$ cat config.mk
export PLATFORM = sky130hd
export DESIGN_NAME = sort_halves_and_merge_top_flat
export DESIGN_NICKNAME = d
export VERILOG_FILES = /design/src/sv/shm_pkg.sv /design/src/sv/shm_in_if.sv /design/src/sv/shm_out_if.sv /design/src/sv/shm_ram.sv /design/src/sv/sort_halves_and_merge_top.sv /design/src/flat_wrapper.sv
export SDC_FILE = /design/constraint.sdc
export NUM_CORES = 1
export LEC_CHECK = 0
export CAP_MARGIN = 10
export CORE_UTILIZATION = 45
export DETAILED_ROUTE_END_ITERATION = 10
export DONT_BUFFER_PORTS = 1
export PLACE_DENSITY = 0.58
export SLEW_MARGIN = 20
export SYNTH_ARGS = -nofsm -noshare
export SYNTH_HDL_FRONTEND = slang
export SYNTH_SLANG_ARGS = --single-unit
$ cat constraint.sdc
create_clock -name clk -period 6.4 [get_ports clk]
set_input_delay 1.92 -clock clk [delete_from_list [all_inputs] [get_ports clk]]
set_output_delay 1.92 -clock clk [all_outputs]
set_load 0.1 [all_outputs]
$ cat src/sv/shm_pkg.sv
`default_nettype none

package shm_pkg;

  // width of one element of the batch
  localparam int unsigned WORD_W = 32;

  typedef logic signed [WORD_W-1:0] word_t;

endpackage

`default_nettype wire

$ cat src/sv/shm_in_if.sv
`default_nettype none

interface shm_in_if;

  logic           valid;
  logic           ready;
  shm_pkg::word_t value;

  modport source (output valid, output value, input ready);
  modport sink (input valid, input value, output ready);

endinterface

`default_nettype wire

$ cat src/sv/shm_out_if.sv
`default_nettype none

interface shm_out_if;

  logic           valid;
  logic           ready;
  shm_pkg::word_t sorted_value;
  logic           is_final;

  modport source (output valid, output sorted_value, output is_final, input ready);
  modport sink (input valid, input sorted_value, input is_final, output ready);

endinterface

`default_nettype wire

$ cat src/sv/shm_ram.sv
`default_nettype none

// simple dual-port ram, one write and one registered read
module shm_ram #(
  parameter int unsigned WIDTH = 32,
  parameter int unsigned DEPTH = 16
) (
  input  wire logic                     clk,
  input  wire logic                     we,
  input  wire logic [$clog2(DEPTH)-1:0] waddr,
  input  wire logic [WIDTH-1:0]         wdata,
  input  wire logic [$clog2(DEPTH)-1:0] raddr,
  output logic      [WIDTH-1:0]         rdata
);

  logic [WIDTH-1:0] mem [DEPTH];

  always_ff @(posedge clk) begin
    if (we) begin
      mem[waddr] <= wdata;
    end
    rdata <= mem[raddr];
  end

endmodule

`default_nettype wire

$ cat src/sv/sort_halves_and_merge_top.sv
`default_nettype none

// channel  dir  modport  payload                                  word moved
// items    in   sink     value (32 signed)                        one element of the batch
// results  out  source   sorted_value (32 signed), is_final (1)   one element, ascending
//
// insertion into the sorted store: one compare and one ram move per cycle
// the element at batch position 0 goes straight in; a later one at position i is
// compared and moved down s (0..i) places, then written to its slot; ready is low meanwhile
// the full batch then leaves in ascending order, each word read in S_EMIT_RD,
// then loaded in S_EMIT_LD; a stall on results holds the sequencer in place
// rst (synchronous) empties the batch and the output register; ram needs no clear
module sort_halves_and_merge_top #(
  parameter int unsigned BATCH_SIZE = 16
) (
  input wire logic  clk,
  input wire logic  rst,
  shm_in_if.sink    items,
  shm_out_if.source results
);

  localparam int unsigned IDX_W = $clog2(BATCH_SIZE);
  localparam int unsigned CNT_W = $clog2(BATCH_SIZE + 1);
  localparam logic [CNT_W-1:0] FULL     = CNT_W'(BATCH_SIZE);
  localparam logic [IDX_W-1:0] LAST_IDX = IDX_W'(BATCH_SIZE - 1);

  // sequencer states
  typedef enum logic [4:0] {
    S_IDLE    = 5'b00001,  // waiting for an element
    S_CMP     = 5'b00010,  // compare held element with its left neighbour
    S_PLACE   = 5'b00100,  // held element goes to the bottom of the store
    S_EMIT_RD = 5'b01000,  // read address for next result
    S_EMIT_LD = 5'b10000   // move read data into output register
  } state_t;

  state_t state, state_next;

  logic [CNT_W-1:0] fill_count;   // elements held in the batch
  logic [IDX_W-1:0] pos;          // free slot of the element being inserted
  logic [IDX_W-1:0] emit_idx;     // next store entry to emit
  shm_pkg::word_t   held;         // element being inserted

  logic           out_valid;
  shm_pkg::word_t out_value;
  logic           out_final;

  // ram ports
  logic             ram_we;
  logic [IDX_W-1:0] ram_waddr;
  shm_pkg::word_t   ram_wdata;
  logic [IDX_W-1:0] ram_raddr;
  logic [shm_pkg::WORD_W-1:0] ram_rdata;
  shm_pkg::word_t   neighbour;

  logic in_accept;
  logic shift;       // held element is below its neighbour
  logic insert_done;
  logic out_load;
  logic [CNT_W-1:0] fill_m1;

  assign in_accept   = items.valid && items.ready;
  assign neighbour   = shm_pkg::word_t'(ram_rdata);
  // the single comparator of the design, signed
  assign shift       = held < neighbour;
  assign fill_m1     = fill_count - CNT_W'(1);
  assign out_load    = (state == S_EMIT_LD) && (!out_valid || results.ready);
  assign insert_done = ((state == S_IDLE) && in_accept && (fill_count == '0))
                    || ((state == S_CMP) && !shift)
                    || (state == S_PLACE);

  assign items.ready          = (state == S_IDLE);
  assign results.valid        = out_valid;
  assign results.sorted_value = out_value;
  assign results.is_final     = out_final;

  // ram write and read addressing
  always_comb begin
    ram_we    = 1'b0;
    ram_waddr = pos;
    ram_wdata = held;
    ram_raddr = emit_idx;
    unique case (state)
      S_IDLE: begin
        // first element goes straight in, otherwise fetch the current top
        ram_we    = in_accept && (fill_count == '0);
        ram_waddr = '0;
        ram_wdata = items.value;
        ram_raddr = fill_m1[IDX_W-1:0];
      end
      S_CMP: begin
        ram_we    = 1'b1;
        ram_waddr = pos;
        ram_wdata = shift ? neighbour : held;
        // next neighbour down, used only while the move continues
        ram_raddr = pos - IDX_W'(2);
      end
      S_PLACE: begin
        ram_we    = 1'b1;
        ram_waddr = '0;
        ram_wdata = held;
      end
      S_EMIT_RD, S_EMIT_LD: begin
        ram_raddr = emit_idx;
      end
      default: begin
        ram_we = 1'b0;
      end
    endcase
  end

  // next state
  always_comb begin
    state_next = state;
    unique case (state)
      S_IDLE: begin
        if (in_accept && (fill_count != '0)) begin
          state_next = S_CMP;
        end else if (insert_done && (fill_count + CNT_W'(1) == FULL)) begin
          state_next = S_EMIT_RD;
        end
      end
      S_CMP: begin
        if (shift) begin
          state_next = (pos == IDX_W'(1)) ? S_PLACE : S_CMP;
        end else begin
          state_next = (fill_count == FULL) ? S_EMIT_RD : S_IDLE;
        end
      end
      S_PLACE: begin
        state_next = (fill_count == FULL) ? S_EMIT_RD : S_IDLE;
      end
      S_EMIT_RD: begin
        state_next = S_EMIT_LD;
      end
      S_EMIT_LD: begin
        if (out_load) begin
          state_next = (emit_idx == LAST_IDX) ? S_IDLE : S_EMIT_RD;
        end
      end
      default: begin
        state_next = S_IDLE;
      end
    endcase
  end

  always_ff @(posedge clk) begin
    if (rst) begin
      state      <= S_IDLE;
      fill_count <= '0;
      emit_idx   <= '0;
      out_valid  <= 1'b0;
    end else begin
      state <= state_next;

      if (in_accept) begin
        fill_count <= fill_count + CNT_W'(1);
      end else if (out_load && (emit_idx == LAST_IDX)) begin
        fill_count <= '0;
      end

      if (insert_done) begin
        emit_idx <= '0;
      end else if (out_load) begin
        emit_idx <= emit_idx + IDX_W'(1);
      end

      if (out_load) begin
        out_valid <= 1'b1;
      end else if (results.ready) begin
        out_valid <= 1'b0;
      end
    end
  end

  // payload registers
  always_ff @(posedge clk) begin
    if (in_accept) begin
      held <= items.value;
      pos  <= fill_count[IDX_W-1:0];
    end else if ((state == S_CMP) && shift) begin
      pos <= pos - IDX_W'(1);
    end
    if (out_load) begin
      out_value <= neighbour;
      out_final <= (emit_idx == LAST_IDX);
    end
  end

  shm_ram #(
    .WIDTH (shm_pkg::WORD_W),
    .DEPTH (BATCH_SIZE)
  ) u_store (
    .clk   (clk),
    .we    (ram_we),
    .waddr (ram_waddr),
    .wdata (ram_wdata),
    .raddr (ram_raddr),
    .rdata (ram_rdata)
  );

  // the batch count never passes the batch size
  a_fill_range: assert property (@(posedge clk) disable iff (rst)
    fill_count <= FULL)
    else $error("batch count beyond batch size");

  // a new element is only taken while the batch still has room
  a_accept_room: assert property (@(posedge clk) disable iff (rst)
    in_accept |-> (fill_count < FULL))
    else $error("element accepted into a full batch");

  // the compare step always has a left neighbour
  a_cmp_pos: assert property (@(posedge clk) disable iff (rst)
    (state == S_CMP) |-> (pos != '0))
    else $error("compare step with no neighbour");

  // once the final word is loaded the batch has been emptied
  a_final_empty: assert property (@(posedge clk) disable iff (rst)
    (out_load && (emit_idx == LAST_IDX)) |=> (fill_count == '0) && out_final)
    else $error("final word left the batch non-empty");

  // emission starts only with a complete batch
  a_emit_full: assert property (@(posedge clk) disable iff (rst)
    (state == S_EMIT_RD) |-> (fill_count == FULL))
    else $error("emission from an incomplete batch");

endmodule

`default_nettype wire

$ cat src/flat_wrapper.sv
// flat-port wrapper written by rule: the top's interface ports become plain ports
module sort_halves_and_merge_top_flat 
#(
  parameter int unsigned BATCH_SIZE = 16
)
  (clk, rst, items_valid, items_value, items_ready, results_valid, results_sorted_value, results_is_final, results_ready);
  shm_in_if items_i ();
  shm_out_if results_i ();
  input wire logic clk;
  input wire logic rst;
  input wire logic [$bits(items_i.valid)-1:0] items_valid;
  input wire logic [$bits(items_i.value)-1:0] items_value;
  output wire logic [$bits(items_i.ready)-1:0] items_ready;
  output wire logic [$bits(results_i.valid)-1:0] results_valid;
  output wire logic [$bits(results_i.sorted_value)-1:0] results_sorted_value;
  output wire logic [$bits(results_i.is_final)-1:0] results_is_final;
  input wire logic [$bits(results_i.ready)-1:0] results_ready;
  assign items_i.valid = items_valid;
  assign items_i.value = items_value;
  assign items_ready = items_i.ready;
  assign results_valid = results_i.valid;
  assign results_sorted_value = results_i.sorted_value;
  assign results_is_final = results_i.is_final;
  assign results_i.ready = results_ready;
  sort_halves_and_merge_top #(.BATCH_SIZE(BATCH_SIZE)) u_core (.clk(clk), .rst(rst), .items(items_i), .results(results_i));
endmodule
======== Word level (Yosys, flattened, before mapping) ========
Memory sizes are Yosys's and may differ from the RTL's. A register that Yosys moved wholly into a read port is not among the register bits.
Cells that the tools add are included.
operators by class
  $add $sub $neg .......................... 5
  order comparisons ....................... 1
  equality and inequality tests ........... 11
  multiplexer cells ....................... 21
  reduce and logical (&&, ||, !) cells .... 24
operators by type and width
  kind                   count
  $pmux W32 S2           1
  $lt A32 B32 Y1         1
  $mux W32               1
  $mux W5                6
  $pmux W5 S5            1
  $mux W4                5
  $eq A5 B5 Y1 const B   3
  $logic_and A1 B1 Y1    10
  $pmux W4 S2            1
  $sub A4 B1 Y4 const B  2
  $reduce_bool A2 Y1     3
  $reduce_or A2 Y1       3
  $add A5 B1 Y5 const B  1
  $eq A5 B1 Y1 const B   1
  $eq A5 B2 Y1 const B   1
  $eq A5 B3 Y1 const B   1
  $eq A5 B4 Y1 const B   1
  $logic_not A5 Y1       1
  $reduce_bool A5 Y1     1
  $add A4 B1 Y4 const B  1
  $eq A4 B1 Y1 const B   1
  $eq A4 B4 Y1 const B   1
  $mux W1                4
  $sub A4 B2 Y4 const B  1
  other kinds (7)        10
storage, ports and cells
  register bits ........................... 84
  bits in writable memories ............... 512
  input bits .............................. 36
  memories ................................ 1
memory list
  name                words  bits a word  read ports  clocked after Yosys merged registers in  write ports  line           source
  u_core.u_store.mem  16     32           1           1                                        1            shm_ram.sv:16  logic [WIDTH-1:0] mem [DEPTH];

======== Logic depth before layout (Yosys ltp) ========
  depth after elaboration ................. 10
  depth in mapped cells ................... 11
  mapped depth without buffers ............ 9

======== Hierarchy ========
Synthesis repeated with hierarchy kept, for this count alone.
unflattened totals
  cell total of the unflattened synthesis .. 1270
  area, all modules ....................... 24648.6 µm²
modules (own cells, without submodules)
  module                     instances  cells each  area each (µm²)  seq. area each (µm²)
  shm_ram                    1          838         19854.0          16015.4
  sort_halves_and_merge_top  1          432         4794.6           2372.3

======== Least setup slack after synthesis ========
Ideal clock, no wire load.
  kind .................................... reg2reg
  start ................................... reg u_core.state[2]
  end ..................................... mem u_core.u_store.mem[12][0], enable pin
  library setup time ...................... 0.501 ns
  arrival ................................. 4.006 ns
  setup slack ............................. 1.893 ns
  cell stages (with the launch flop) ...... 5
  path buffers ............................ 1
  clock period less this slack ............ 4.507 ns
  cell sequence ........................... dfxtp_1 > nor3_4 > nand2_1 > buf_6 > nor4_1
between the ends
  longest elaborated chain between the ends .. 6
  elaborated cells between the ends (all ways) .. 11
  classes of those cells .................. eq/ne: 3; mux: 4; reduce/logical: 4
RTL lines
  element                        line                                                              source
  start, declared                sort_halves_and_merge_top.sv:36                                   state_t state, state_next;
  start signal, assigned         sort_halves_and_merge_top.sv:153                                  state <= state_next;
  $eq A5 B1 Y1                   sort_halves_and_merge_top.sv:71, sort_halves_and_merge_top.sv:82
  $logic_and A1 B1 Y1            sort_halves_and_merge_top.sv:61                                   assign in_accept = items.valid && items.ready;
  $logic_and A1 B1 Y1            sort_halves_and_merge_top.sv:85                                   ram_we = in_accept && (fill_count == '0);
  $pmux W1 S2                    sort_halves_and_merge_top.sv:82                                   unique case (state)
  $mux W1                        shm_ram.sv:19                                                     if (we) begin
  $mux W1 (implied by the code)  shm_ram.sv:20                                                     mem[waddr] <= wdata;
  end, declared                  shm_ram.sv:16
Several ways; a longest one is shown, not always the timed one.

======== Worst setup path in the final report ========
  start ................................... reg u_core.state[2]
  end ..................................... out items_ready
between the ends
  longest elaborated chain between the ends .. 1
RTL lines
  element        line                             source
  $eq A5 B1 Y1   sort_halves_and_merge_top.sv:71  assign items.ready = (state == S_IDLE);
  end, declared  flat_wrapper.sv:13               output wire logic [$bits(items_i.ready)-1:0] items_ready;
No other way between the ends.

==> results.toml <==
[die]
io_pins = 71
initial_utilization_pct = 45.9
dieArea_um2 = 57600
rows = 86
core_um2 = 55500
die_y_um = 240
fp.dieW_um = 240

[drt]
drt_iter0_drc = 1299
wirelength_um = 63700
drc = 0
ant_nets = 0
vias_per_cell = 5.64
dr.pass1.iters = 5
routedWlPerCell_um = 23.9
dr_total_vias = 15046

[setup_path]
timing.critical_path.required_ns = 4.48
r2r-end = "u_core.u_store.mem[1][14]"
r2r_cells = 10
start_kind = "flip-flop"
r2r_slack_ns = 2.40
worstPathArrival_ns = 3.35
worstSetupEndpointType = "primary output"
worstPathMaxFanout = 20
crit_type = "reg2out"
rr_startpoint = "u_core.u_store.rdata[23]"

[power]
p_leak_nw = 10.2
ir_worst_vdd_mv = 0.216
p_per_area_nw_per_um2 = 402

[clocking]
clkSinkCount = 628
clock_path_buffers = 3
htreeDepth = 3
cts_tree = "done"
cts_root_buffer = "clkbuf_16"
cts_setup_buffers = 0
clkLatencyLatePin_ns = 0.61
cts-resized-gates = 0
clkTransAtPathRegs_ns = 0.06
cts_buffers = 67
cts_hold_buf = 0

[sta]
fin_ws_ns = 1.13
final_hold_viol_count = 0
rsz0062_at_grt = "false"
post-route-min-period_ns = 5.27
tightest_slew_ns = 1.06
hold-worst-slack_ns = 0.470
relSlewSlack_pct = 29.3
setup_viol = 0
timing.fmax_mhz = 190
finalMaxSlewViolations = 0
fin_crit_sh_pct = 82.4
fin_setup_tns_ns = 0
skew_ns = 0.0283

[synth]
synth_area_leaders = "edfxtp_1, nand2_1, mux2i_1, dfxtp_1, nand3_1"
ys_seq_area_share_pct = 72.2
async_reset_ff_share_pct = 0
synth-edff-count = 581
yosysTopAreaCellShare_pct = 68.5
ys.warnings.count = 0
yosysTopAreaCell = "edfxtp_1"
netlist_instances = 1878
syn_area_per_cell_um2 = 13.6
synth_ff_type = "edfxtp_1"
syn_nets = 1953
syn_area_um2 = 25500
ys_seq_elements = 628
synth.distinct_cells = 53

[worst_hold_path]
min_path_type = "reg2reg"
whs_endpoint = "u_core.results.sorted_value[5]"
hold_path_depth = 0
hp-start = "u_core.u_store.rdata[5]"

[global_routing]
track_usage_pct = 22.3
grt_overflow = 0
grt.busiest_layer = "met2"
met3_usage_pct = 4.95
grt_pass1_vias = 14264
grt_use_met2_pct = 35.9
grt_pass1_wl_um = 93100
antenna_found_initial = 3
grt_max_degree = 137
met1_usage_pct = 30.6

[outcome]
status = "completed"

[placed_design]
dp_slack_ns = 1.74
dp_hpwl_um = 32500
numPortBuffers = 0
dp.cells = 2548
gp_congestion = 0.790

[cells_and_area]
num-fill-cells = 4710
drive_above_1_share_pct = 9.06
antenna_cells = 0
instances_no_fill = 2668
syn_to_final_growth_pct = 11.9
nets = 1944

[job]
maxCapViolCount = 0
-- cell usage in the layout (no fill, tap or decap), types with 26 or more instances in the layout --
master,instances
edfxtp_1,581
nand3b_1,33
mux2i_1,97
a221o_1,31
o221ai_1,34
clkbuf_16,70
a21oi_1,26
nand2_1,480
dfxtp_1,47
a32oi_1,32
inv_1,38
buf_4,29
nand3_1,104
ha_1,39
o21ai_0,73
-- sequential cells by signal, indices dropped and copies added (netlist names) --
register and count:
u_core.u_store.mem 512, u_core.held 32, u_core.results.sorted_value 32, u_core.u_store.rdata 32, u_core.fill_count 5, u_core.state 5
u_core.emit_idx 4, u_core.pos 4, u_core.results.is_final 1, u_core.results.valid 1
-- area by class of cell --
cell class	count	area, µm²	area share [%]
inverter	39	146	0.514
multi-input combinational	1100	6560	23.0
sequential	628	18400	64.5
clock buffer	91	1880	6.60
tap	748	936	3.28
clock inverter	29	293	1.03
timing repair buffer	33	298	1.04
-- kinds of logic (layout without fill, tap and decap cells) --
logic type                 Yosys count  after routing  synth area share, %
AOI/OAI and AO/OA                  226            226                 6.43
xor gates and xnor gates             8              8                0.275
adders and majority gates           39             39                 1.92
buffers and inverters              150            192                 2.74
DFF                                628            628                 72.2
muxes                               97             97                 3.81
and+or+nand+nor                    730            730                 12.6
-- cell usage after synthesis, drive strengths merged, types with 33 or more instances --
library cell,count
nand3,104
dfxtp,47
inv,39
buf,55
and3,36
o21ai,74
edfxtp,581
clkbuf,56
nand2,481
nor2,34
mux2i,97
o221ai,34
nand3b,33
ha,39
-- per-stage QoR --
step | util [%] | total power [W] | cell area [µm²]
after CTS | 51.3 | 0.0115 | 28500
final | 51.3 | 0.0115 | 28500
after global routing | 51.3 | 0.0120 | 28500
after floorplan | - | 0.00693 | 25500
after global placement | 47.4 | 0.00766 | 26300
after detailed placement | 47.4 | 0.00771 | 26300
-- power by group --
part | total [W] | switching, W | leakage (nW) | internal [W]
Sequential | 0.00510 | 0.000180 | 5.66 | 0.00492
Clock | 0.00382 | 0.00156 | 1.05 | 0.00226
Combinational | 0.00252 | 0.00171 | 3.44 | 0.000813
Total | 0.0115 | 0.00345 | 10.2 | 0.00800
-- critical path: stages (launching register included) --
cell and delay, ns:
dfxtp_1 0.37, nor3_4 0.84, buf_4 0.40, nand2_1 0.26, inv_1 0.83
-- metal layers --
layer | part of all wire [%] | wire (µm) | vias up
met3 | 6.5 | 4130 | 106
met2 | 48 | 30300 | 448
li1 | - | - | 6939
met4 | 2.3 | 1440 | 4
met1 | 44 | 27800 | 7549
met5 | 0.049 | 31 | -
-- how the worst max path moves through the flow --
stage | startpoint | end | cells past startpoint
2_1_floorplan | u_core.state[2] | u_core.u_store.mem[12][0] | 4
6_report | u_core.state[2] | items_ready | 4
3_3_place_gp | u_core.state[2] | items_ready | 4
5_1_grt | u_core.state[2] | items_ready | 4
4_1_cts | u_core.state[2] | items_ready | 4
3_5_place_dp | u_core.state[2] | items_ready | 4
No activity file was read; power rests on OpenSTA's default activity.
